`src/sv/tfd_pkg.sv`:
```
// Package for the thermometer frame decoder: frame constants, phase and
// sequencer state types. No dependencies.
`timescale 1ns / 1ps
package tfd_pkg;
	localparam int MaxPayload  = 32;
	localparam int RecordBytes = 20;
	localparam int PidxW = $clog2(MaxPayload);
	localparam int RidxW = $clog2(RecordBytes);

	localparam logic [7:0] SYNC_BYTE = 8'h55;
	localparam logic [7:0] TYPE_LIVE = 8'h00;
	localparam logic [7:0] TYPE_META = 8'h11;
	localparam logic [7:0] TYPE_LOG  = 8'h14;
	localparam logic [7:0] TYPE_END  = 8'h19;

	localparam logic [1:0] KIND_LIVE = 2'd0;
	localparam logic [1:0] KIND_REC  = 2'd1;
	localparam logic [1:0] KIND_END  = 2'd2;

	localparam logic REG_DATA_SOURCE  = 1'b0;
	localparam logic REG_PROBE_ENABLE = 1'b1;

	typedef enum logic [2:0] {
		PH_SYNC1, PH_SYNC2, PH_TYPE, PH_LEN, PH_PAYLOAD, PH_CHECK, PH_SKIP
	} phase_t;

	// Sequencer: IDLE takes bytes; only LOG walks the stored payload.
	typedef enum logic [2:0] {
		SQ_IDLE, SQ_LIVE, SQ_LIVE2, SQ_LOG, SQ_REC, SQ_OUT
	} seq_t;
endpackage

```
`src/sv/thermometer_frame_decoder_unit.sv`:
```
// Top level of the thermometer frame decoder: frame parser, payload store,
// record assembler and result register. Depends on tfd_pkg.
`timescale 1ns / 1ps
// A good live frame converts probe A in SQ_LIVE and probe B in SQ_LIVE2, then
// shows its result. A good log frame walks one payload byte per cycle (up to 32)
// while no result waits; each full record goes through SQ_REC and SQ_OUT.
// Throughput: one byte per cycle, except while the sequencer is busy and while a
// result waits. The shared unit is one temperature converter (x10 adder).
// Reset clears all control state and the payload store valid bits.
module thermometer_frame_decoder_unit (
	input  logic        clk,
	input  logic        arst_n,
	input  logic        in_valid,
	output logic        in_ready,
	input  logic [7:0]  rx_byte,
	input  logic        cfg_valid,
	output logic        cfg_ready,
	input  logic        cfg_index,
	input  logic [1:0]  cfg_data,
	output logic        out_valid,
	input  logic        out_ready,
	output logic [1:0]  kind,
	output logic        last,
	output logic [3:0]  mode_flags,
	output logic signed [19:0] temp_a_tenths,
	output logic        over_a,
	output logic signed [19:0] temp_b_tenths,
	output logic        over_b,
	output logic [1:0]  probes_present
);
	import tfd_pkg::*;

	logic        src_q;
	logic [1:0]  pen_q;
	phase_t      ph_q;
	seq_t        sq_q, sq_d;
	logic [7:0]  type_q, len_q, sum_q;
	logic [7:0]  cnt_q;
	logic [7:0]  pay_q [MaxPayload];
	logic [MaxPayload-1:0] pv_q;
	logic [7:0]  rec_q [RecordBytes];
	logic [4:0]  fill_q;
	logic [15:0] left_q;
	logic [PidxW:0] wi_q;
	logic [1:0]  nres_q;
	logic        pr_q;

	// Result register.
	logic        ov_q;
	logic [1:0]  kind_q, pp_q;
	logic        last_q, oa_q, ob_q;
	logic [3:0]  mf_q;
	logic signed [19:0] ta_q, tb_q;

	logic acc_in, acc_out;
	assign acc_in  = in_valid && in_ready;
	assign acc_out = out_valid && out_ready;
	assign in_ready  = (sq_q == SQ_IDLE) && !ov_q;
	assign cfg_ready = 1'b1;

	function automatic logic [7:0] pat(input logic [PidxW:0] i, input logic [7:0] len,
			input logic [MaxPayload-1:0] v, input logic [7:0] d);
		pat = ({3'd0, i} < len && v[i[PidxW-1:0]]) ? d : 8'd0;
	endfunction

	// Shared converter: probe pr_q from the payload (live) or record (log).
	logic [PidxW:0] b0;
	logic [7:0]  lo, hi, fl;
	logic signed [15:0] raw;
	logic signed [19:0] conv_t;
	logic        conv_o;
	always_comb begin
		b0 = (PidxW+1)'(14 + 3 * pr_q);
		lo = pat(b0, len_q, pv_q, pay_q[b0[PidxW-1:0]]);
		hi = pat(b0 + 1'b1, len_q, pv_q, pay_q[b0[PidxW-1:0] + 1'b1]);
		fl = pat(b0 + 2'd2, len_q, pv_q, pay_q[b0[PidxW-1:0] + 2'd2]);
		conv_t = '0;
		conv_o = 1'b0;
		if (sq_q == SQ_REC) begin
			lo = rec_q[RidxW'(12 + 2 * pr_q)];
			hi = rec_q[RidxW'(13 + 2 * pr_q)];
			raw = {hi, lo};
			if ({hi, lo} == 16'h7FFF) conv_o = 1'b1;
			else conv_t = 20'(raw);
		end else begin
			raw = {hi, lo};
			if ((fl & 8'h60) != 8'd0) conv_o = 1'b1;
			else if (fl[0]) conv_t = 20'(raw);
			else conv_t = (20'(raw) <<< 3) + (20'(raw) <<< 1);
		end
		if (!pen_q[pr_q]) begin
			conv_t = '0;
			conv_o = 1'b0;
		end
	end

	logic [7:0] disp;
	logic [3:0] flg;
	assign disp = pat((PidxW+1)'(13), len_q, pv_q, pay_q[PidxW'(13)]);
	assign flg = {disp[3:2] == 2'b11, disp[3:2] == 2'b10, disp[3:2] == 2'b01,
		disp[7:4] == 4'h2};

	logic good_chk;
	assign good_chk = acc_in && ph_q == PH_CHECK && rx_byte == sum_q;

	logic wdone;
	assign wdone = wi_q >= (PidxW+1)'(MaxPayload) || {3'd0, wi_q} >= len_q ||
		left_q == 16'd0 || nres_q == 2'd2;

	always_comb begin
		sq_d = sq_q;
		case (sq_q)
			SQ_IDLE: if (good_chk) begin
				if (type_q == TYPE_LIVE && !src_q) sq_d = SQ_LIVE;
				else if (type_q == TYPE_LOG && src_q) sq_d = SQ_LOG;
			end
			SQ_LIVE:  sq_d = SQ_LIVE2;
			SQ_LIVE2: sq_d = SQ_OUT;
			SQ_LOG: begin
				if (ov_q) sq_d = SQ_LOG;
				else if (wdone) sq_d = SQ_IDLE;
				else if (fill_q == 5'(RecordBytes - 1)) sq_d = SQ_REC;
			end
			SQ_REC: if (pr_q) sq_d = SQ_OUT;
			SQ_OUT: sq_d = (type_q == TYPE_LOG) ? SQ_LOG : SQ_IDLE;
			default: sq_d = SQ_IDLE;
		endcase
	end

	always_ff @(posedge clk or negedge arst_n) begin
		if (!arst_n) begin
			src_q <= 1'b0;
			pen_q <= 2'd3;
		end else if (cfg_valid && cfg_ready) begin
			if (cfg_index == REG_DATA_SOURCE) src_q <= cfg_data[0];
			else pen_q <= cfg_data;
		end
	end

	always_ff @(posedge clk or negedge arst_n) begin
		if (!arst_n) begin
			ph_q <= PH_SYNC1;
			sq_q <= SQ_IDLE;
			type_q <= '0; len_q <= '0; sum_q <= '0; cnt_q <= '0;
			pv_q <= '0; fill_q <= '0; left_q <= '0;
			wi_q <= '0; nres_q <= '0; pr_q <= 1'b0;
			ov_q <= 1'b0;
		end else begin
			sq_q <= sq_d;
			if (acc_out) ov_q <= 1'b0;
			if (acc_in) begin
				case (ph_q)
					PH_SYNC1: if (rx_byte == SYNC_BYTE) begin
						sum_q <= rx_byte; ph_q <= PH_SYNC2;
					end
					PH_SYNC2: if (rx_byte == SYNC_BYTE) begin
						sum_q <= sum_q + rx_byte; ph_q <= PH_TYPE;
					end else ph_q <= PH_SYNC1;
					PH_TYPE: begin
						type_q <= rx_byte; sum_q <= sum_q + rx_byte; ph_q <= PH_LEN;
					end
					PH_LEN: begin
						len_q <= rx_byte; sum_q <= sum_q + rx_byte; cnt_q <= '0;
						if (rx_byte > 8'(MaxPayload)) ph_q <= PH_SKIP;
						else if (rx_byte == 8'd0) ph_q <= PH_CHECK;
						else ph_q <= PH_PAYLOAD;
					end
					PH_PAYLOAD: begin
						pv_q[cnt_q[PidxW-1:0]] <= 1'b1;
						cnt_q <= cnt_q + 1'b1; sum_q <= sum_q + rx_byte;
						if (cnt_q + 1'b1 >= len_q) ph_q <= PH_CHECK;
					end
					PH_CHECK: begin
						ph_q <= PH_SYNC1;
						if (rx_byte == sum_q && type_q == TYPE_META)
							left_q <= {pat((PidxW+1)'(5), len_q, pv_q, pay_q[PidxW'(5)]),
								pat((PidxW+1)'(4), len_q, pv_q, pay_q[PidxW'(4)])};
						if (rx_byte == sum_q && type_q == TYPE_END && src_q)
							ov_q <= 1'b1;
						wi_q <= '0; nres_q <= '0; pr_q <= 1'b0;
					end
					PH_SKIP: begin
						// The count runs one past a length of 255, so compare at 9 bits.
						cnt_q <= cnt_q + 1'b1;
						if ({1'b0, cnt_q} + 9'd1 > {1'b0, len_q}) ph_q <= PH_SYNC1;
					end
					default: ph_q <= PH_SYNC1;
				endcase
			end
			case (sq_q)
				SQ_LIVE:  pr_q <= 1'b1;
				SQ_LIVE2: begin pr_q <= 1'b0; ov_q <= 1'b1; end
				SQ_LOG: if (!ov_q && !wdone) begin
					wi_q <= wi_q + 1'b1;
					if (fill_q == 5'(RecordBytes - 1)) begin
						fill_q <= '0; left_q <= left_q - 1'b1; nres_q <= nres_q + 1'b1;
					end else fill_q <= fill_q + 1'b1;
				end
				SQ_REC: begin
					pr_q <= ~pr_q;
					if (pr_q) ov_q <= 1'b1;
				end
				default: ;
			endcase
		end
	end

	// Payload and record memories.
	always_ff @(posedge clk) begin
		if (acc_in && ph_q == PH_PAYLOAD && cnt_q < 8'(MaxPayload))
			pay_q[cnt_q[PidxW-1:0]] <= rx_byte;
		if (sq_q == SQ_LOG && !ov_q && !wdone)
			rec_q[fill_q[RidxW-1:0]] <= pay_q[wi_q[PidxW-1:0]];
	end

	// Result payload.
	always_ff @(posedge clk) begin
		if (acc_in && ph_q == PH_CHECK) begin
			kind_q <= KIND_END; last_q <= 1'b1; mf_q <= '0;
			ta_q <= '0; tb_q <= '0; oa_q <= 1'b0; ob_q <= 1'b0; pp_q <= '0;
		end
		if (sq_q == SQ_LIVE || sq_q == SQ_LIVE2 || sq_q == SQ_REC) begin
			if (!pr_q) begin ta_q <= conv_t; oa_q <= conv_o; end
			else begin tb_q <= conv_t; ob_q <= conv_o; end
			pp_q <= pen_q;
			kind_q <= (sq_q == SQ_REC) ? KIND_REC : KIND_LIVE;
			mf_q <= (sq_q == SQ_REC) ? 4'd0 : flg;
		end
		if (sq_q == SQ_LIVE) last_q <= 1'b1;
		// A record is last unless another record can still complete.
		if (sq_q == SQ_REC && pr_q)
			last_q <= !(nres_q == 2'd1 && left_q != 16'd0 &&
				9'(len_q) >= 9'(wi_q) + 9'(RecordBytes) && wi_q + (PidxW+1)'(RecordBytes) <=
				(PidxW+1)'(MaxPayload));
	end

	assign out_valid = ov_q;
	assign kind = kind_q;
	assign last = last_q;
	assign mode_flags = mf_q;
	assign temp_a_tenths = ta_q;
	assign over_a = oa_q;
	assign temp_b_tenths = tb_q;
	assign over_b = ob_q;
	assign probes_present = pp_q;

	a_no_in_busy: assert property (@(posedge clk) disable iff (!arst_n)
		sq_q != SQ_IDLE |-> !in_ready) else $error("input taken while busy");
	a_two_max: assert property (@(posedge clk) disable iff (!arst_n)
		nres_q != 2'd3) else $error("more than two results");
	a_out_hold: assert property (@(posedge clk) disable iff (!arst_n)
		out_valid && !out_ready |=> out_valid) else $error("result lost");
endmodule

```
`config.mk`:
```
export PLATFORM = sky130hd
export DESIGN_NAME = thermometer_frame_decoder_unit
export DESIGN_NICKNAME = d
export VERILOG_FILES = /design/src/sv/tfd_pkg.sv /design/src/sv/thermometer_frame_decoder_unit.sv
export SDC_FILE = /design/constraint.sdc
export NUM_CORES = 1
export LEC_CHECK = 0
export ABC_AREA = 1
export BUFFER_PORTS_ARGS = -buffer_cell sky130_fd_sc_hd__buf_2
export CORE_MARGIN = 5
export CORE_UTILIZATION = 67
export DETAILED_ROUTE_END_ITERATION = 10
export PLACE_DENSITY = 0.91
export SYNTH_ARGS = -nofsm -noshare
export SYNTH_HDL_FRONTEND = slang
export SYNTH_SLANG_ARGS = --single-unit
```
`constraint.sdc`:
```
create_clock -name clk -period 5.4 [get_ports clk]
set_clock_uncertainty 0.15 [all_clocks]
set_input_delay 1.08 -clock clk [delete_from_list [all_inputs] [get_ports clk]]
set_output_delay 1.08 -clock clk [all_outputs]
set_load 0.02 [all_outputs]
```
* After elaboration in Yosys (flattened, before gate mapping)
Memory sizes are Yosys's and may differ from the RTL's.
Index checks and enable logic that the tools add are counted.
** Storage, ports and cells
- Memories :: 2
- Bits in registers :: 155
- Input port bits :: 16
- Memory bits (writable) :: 416
- Logic and storage cells :: 256
- Output and inout port bits :: 54
** Memory list
- pay_q :: depth 32, width 8, rd ports 7, clocked after Yosys merged registers in 0, wr ports 1, RTL line thermometer_frame_decoder_unit.sv:39 : logic [7:0] pay_q [MaxPayload];
- rec_q :: depth 20, width 8, rd ports 2, clocked after Yosys merged registers in 0, wr ports 1, RTL line thermometer_frame_decoder_unit.sv:41 : logic [7:0] rec_q [RecordBytes];
** Operators by class
- $lt $le $gt $ge :: 20
- $mul :: 1
- Reductions and logical operators :: 61
- Bitwise gates (word level) :: 3
- Equality and inequality tests :: 32
- Add/sub/neg operators :: 17
- Mux-type cells :: 97
** Operators by type and width (count)
- two-way mux 20 bit :: 11
- two-way mux 16 bit :: 6
- two-way mux 8 bit :: 7
- one-hot mux 3 bit (6 select lines) :: 2
- two-way mux 1 bit :: 32
- bitwise OR 32 bit :: 1
- two-way mux 3 bit :: 10
- logical AND 1 bit :: 26
- equality test 8 x 5 -> 1 bit (second input constant) :: 3
- < comparator 5 x 6 -> 1 bit (second input constant) :: 4
- two-way mux 2 bit :: 12
- two-way mux 6 bit :: 4
- one-hot mux 8 bit (3 select lines) :: 1
- adder 19 x 17 -> 20 bit :: 1
- equality test 16 x 15 -> 1 bit (second input constant) :: 1
- logical NOT 16 bit :: 1
- logical NOT 8 bit :: 2
- < comparator 3 x 8 -> 1 bit (first input constant) :: 2
- < comparator 6 x 8 -> 1 bit :: 2
- one-hot mux 8 bit (2 select lines) :: 1
- AND reduction 2 bit :: 8
- nonzero test 16 bit :: 1
- subtractor 16 x 1 -> 16 bit (second input constant) :: 1
- binary-select mux 1 bit (select 5 bit) :: 3
- other kinds (55) :: 89

* Logic depth before layout (Yosys ltp)
- Depth after elaboration :: 14
- Mapped depth :: 27

* Least setup slack after synthesis
Ideal clock, no wire load.
- Path kind :: reg2reg
- Start :: register pr_q
- End :: register tb_q[18] (netlist: temp_b_tenths[18])
- Arrival time :: 3191 ps
- Data required time :: 5135 ps
- Period minus slack after synthesis :: 3456 ps
- Path slack :: 1944 ps
- Stages on the path, launching flop included :: 23
- Buffers on the path :: 2
- Path through :: dfrtp_1 > buf_6 > inv_6 > clkbuf_1 > ha_1 > a21oi_1 > o21ai_0 > a22oi_1 > nand2_1 > a21oi_1 > ha_1 > a21oi_1 > inv_1 > a21oi_1 > inv_1 > a21oi_1 > nand2_1 > nand2_1 > nand3_1 > nand2_1 > nand2_1 > nand3_1 > nand2_1
** Between the ends
- Cells in the longest elaborated chain, start to end :: 14
- Elaborated cells between the ends (all ways) :: 37
- Those cells by class :: add/sub: 8; mul: 1; order compare: 3; eq/ne: 1; mux: 18; reduce/logical: 4; memory: 2
** RTL lines
- from (decl) :: RTL line thermometer_frame_decoder_unit.sv:46 : logic pr_q;
- from (signal assigned) :: RTL line thermometer_frame_decoder_unit.sv:200 : pr_q <= ~pr_q;
- multiplier 2 x 1 -> 3 bit :: RTL line thermometer_frame_decoder_unit.sv:73 : b0 = (PidxW+1)'(14 + 3 * pr_q);
- adder 4 x 3 -> 5 bit :: RTL line thermometer_frame_decoder_unit.sv:73
- adder 5 x 1 -> 6 bit :: RTL line thermometer_frame_decoder_unit.sv:75 : hi = pat(b0 + 1'b1, len_q, pv_q, pay_q[b0[PidxW-1:0] + 1'b1]);
- binary-select mux 1 bit (select 5 bit) :: RTL line thermometer_frame_decoder_unit.sv:63 : pat = ({3'd0, i} < len && v[i[PidxW-1:0]]) ? d : 8'd0;
- two-way mux 1 bit (implied by the code) :: RTL line thermometer_frame_decoder_unit.sv:63
- logical AND 1 bit :: RTL line thermometer_frame_decoder_unit.sv:63
- two-way mux 8 bit :: RTL line thermometer_frame_decoder_unit.sv:63
- adder 19 x 17 -> 20 bit :: RTL line thermometer_frame_decoder_unit.sv:89 : else conv_t = (20'(raw) <<< 3) + (20'(raw) <<< 1);
- two-way mux 20 bit :: RTL line thermometer_frame_decoder_unit.sv:88 : else if (fl[0]) conv_t = 20'(raw);
- two-way mux 20 bit :: RTL line thermometer_frame_decoder_unit.sv:87 : if ((fl & 8'h60) != 8'd0) conv_o = 1'b1;
- two-way mux 20 bit :: RTL line thermometer_frame_decoder_unit.sv:79 : if (sq_q == SQ_REC) begin
- two-way mux 20 bit :: RTL line thermometer_frame_decoder_unit.sv:91 : if (!pen_q[pr_q]) begin
- two-way mux 20 bit * :: RTL line thermometer_frame_decoder_unit.sv:223 : if (!pr_q) begin ta_q <= conv_t; oa_q <= conv_o; end
- two-way mux 20 bit * :: RTL line thermometer_frame_decoder_unit.sv:222 : if (sq_q == SQ_LIVE || sq_q == SQ_LIVE2 || sq_q == SQ_REC) begin
- to (signal assigned) :: RTL line thermometer_frame_decoder_unit.sv:224 : else begin tb_q <= conv_t; ob_q <= conv_o; end
- to (decl) :: RTL line thermometer_frame_decoder_unit.sv:53 : logic signed [19:0] ta_q, tb_q;
Mark *: on every way between the ends. The rest lies on a longest branch, timed or not. The select of a mux whose other input is x is not followed.
A chain may end at the register's enable or synchronous reset.

* Worst setup path in the final report
- Start :: register pr_q
- End :: register tb_q[15] (netlist: temp_b_tenths[15])
The elaborated chain is that of the path after synthesis.

==> metrics.cfg <==
[cts]
clk_pin_slew_ps=60
cts-hold-fix-buffers=0
cts_resized=0
post_cts_buffers=0
max-clock-path-buffers=3
cts.sinks=420
cts_htree_levels=2
cts_root_buffer=clkbuf_16
tritoncts=built
cts-buffers-inserted=43
clkLatencyLatePin_ps=560

[setup_path]
r2r_cells=16
path_class=reg2reg
startpoint_type=flop
end_kind=flop
crit_arrival_ps=4360
worstPathRequired_ps=5690
critical_path.max_fanout=19

[sta]
drv_slew=0
finalSetupTns_ps=0
fmax_mhz=246
post-route-min-period_ps=4070
worst_pin_slew_ps=1370
setup_viol=0
slew_headroom_pct=7.66
finalHoldViolCount=0
rsz0062_at_grt=false
final.period_utilization_pct=75.4

[synth]
synth_top_cell_area_share_pct=44.5
ys_seq_area_share_pct=58.8
synth-edff-count=297
synth_nets=2138
synth_common_cells=329 x nand2_1, 297 x edfxtp_1, 241 x nor2_1
yosysTopAreaCell=edfxtp_1
netlist_instances=2057
synth.area.top_cells=edfxtp_1 44%, dfrtp_1 9.9%, nand2_1 6.2%
ys.flop_type=edfxtp_1
synth_cell_types=60
async_reset_ff_share_pct=19.3
synth_area_um2=20000
ys_warn_count=0
synth.most_common_cell=nand2_1
syn-mean-instance-area_um2=9.74
synth.ff_latch_count=420

[drt]
viasPerCell=6.50
first_iter_violations=2312
drc=0
ant_nets=0
routedWlPerCell_um=21.7
drt_pass1_iterations=9
vias=16504
wl_um=55200

[placement]
dp.cells=2458
portBuffers=68
dp_hpwl_um=36000
gp_congestion=0.924

[global_routing]
grt_start_max_net_pins=128
grt_pass1_wl_um=85800
antenna_found_initial=1
grt_pass1_vias=16041
overflow=0
grt_usage_pct=32.4

[pwr]
power_leakage_nw=8.93
power_density_nw_per_um2=483
ir_worst_vdd_mv=0.341

[final_layout]
fill_cells=1874
drive_gt1_share_pct=9.50
antenna_cells=0
final_cell_count_no_fill=2538
final_nets=2194
areaGrowthSynthToFinish_pct=10.8

[floorplan]
initial_core_util_pct=67.8
core_um2=29600
core.rowCount=63
dieArea_um2=33500
die_w_um=183
die_h_um=183
ios=70

[status]
status=completed

[min_path]
holdPathStages=2
hold_class=reg2reg

[run]
maxCapViolCount=0

[layer usage]
layer	vias to the layer above	part of all wire (%)	GRT usage, %
met5	-	0.024	0
met4	2	5.4	15.7
met3	257	11	6.25
met2	1147	47	53.0
met1	7822	37	42.0
li1	7276	-	-
[final timing paths]
check / startpoint / to / slack [ps]
setup / recovery: pr_q$_DFFE_PN0P_ / temp_b_tenths[15]$_DFF_P_ / 1330
hold / removal: temp_a_tenths[12]$_DFF_P_ / temp_a_tenths[12]$_DFF_P_ / 300
setup reg to reg: pr_q$_DFFE_PN0P_ / temp_b_tenths[15]$_DFF_P_ / 1330
hold reg to reg: temp_a_tenths[12]$_DFF_P_ / temp_a_tenths[12]$_DFF_P_ / 300
max in group asynchronous: arst_n / wi_q[0]$_DFF_PN0_ / 3720
min in group asynchronous: arst_n / ph_q[2]$_DFFE_PN0P_ / 450
[sequential cells by signal, summed over array words and instances (netlist names), 4 cells and up]
| register | count |
|---|---|
| cnt_q | 8 |
| fill_q | 5 |
| left_q | 16 |
| len_q | 8 |
| mode_flags | 4 |
| pay_q | 256 |
| pv_q | 9 |
| rec_q | 32 |
| sum_q | 8 |
| temp_a_tenths | 20 |
| temp_b_tenths | 20 |
| type_q | 8 |
| wi_q | 6 |
[cell usage in the layout (no fill, tap or decap), drive strengths merged, types with 11 or more instances in the layout]
cell type,n
a21oi,82
a31oi,11
buf,93
clkbuf,53
clkinv,15
dfrtp,79
dfxtp,42
edfxtp,297
ha,64
inv,207
mux2i,17
nand2,336
nand3,98
nand4,22
nor2,247
nor3,44
nor4,13
o211ai,29
o21ai,256
o221ai,13
o22ai,42
xor2,15
[critical path, cell delays in order (launching register included)]
cell and delay, ps:
dfrtp_2 660, inv_6 170, ha_1 330, a21oi_1 220
o21ai_0 140, a22oi_1 160, nand2_1 210, a21oi_1 390
ha_1 400, a21oi_1 240, o21ai_0 130, a21oi_1 210
a21oi_1 110, o21ai_1 200, nand2_1 100, nand3_1 90
nand2_1 60
[metrics by stage]
stage	hold WS [ps]	worst slack (ps)	util, %	total power [mW]	instance area, um^2
floorplan	268	1940	-	6.41	20000
global placement	284	1560	70.1	7.36	20700
detailed placement	286	1470	70.1	7.50	20700
CTS	302	1470	75.2	10.6	22200
global route	316	1060	75.2	11.2	22200
finish	303	1330	75.2	10.7	22200
[report_power, final]
group          total, mW  leakage, nW  switching [mW]  internal, mW
Clock               3.12        0.704            1.30          1.83
Combinational       3.56         4.28            2.53          1.04
Sequential          4.05         3.95           0.257          3.79
[area by class of cell]
| class | count | area, um^2 | area share, % |
|---|---|---|---|
| Tap cell | 390 | 488 | 2.20 |
| Inverter | 209 | 791 | 3.56 |
| Clock buffer | 53 | 1150 | 5.20 |
| Multi-Input combinational cell | 1346 | 7110 | 32.0 |
| Sequential cell | 420 | 11800 | 53.1 |
| Clock inverter | 27 | 335 | 1.51 |
| Timing Repair Buffer | 93 | 543 | 2.44 |
[logic make-up after synthesis]
kind of cell / Yosys count / synth area share (%)
flops: 420 / 58.8
xor+xnor: 21 / 0.918
simple gates: 776 / 16.4
fa+ha+maj: 65 / 4.10
buf+inv: 291 / 5.71
compound gates: 464 / 13.1
mux: 19 / 0.961
other cells: 1 / 0.0187
No activity file was read; power rests on OpenSTA's default activity.
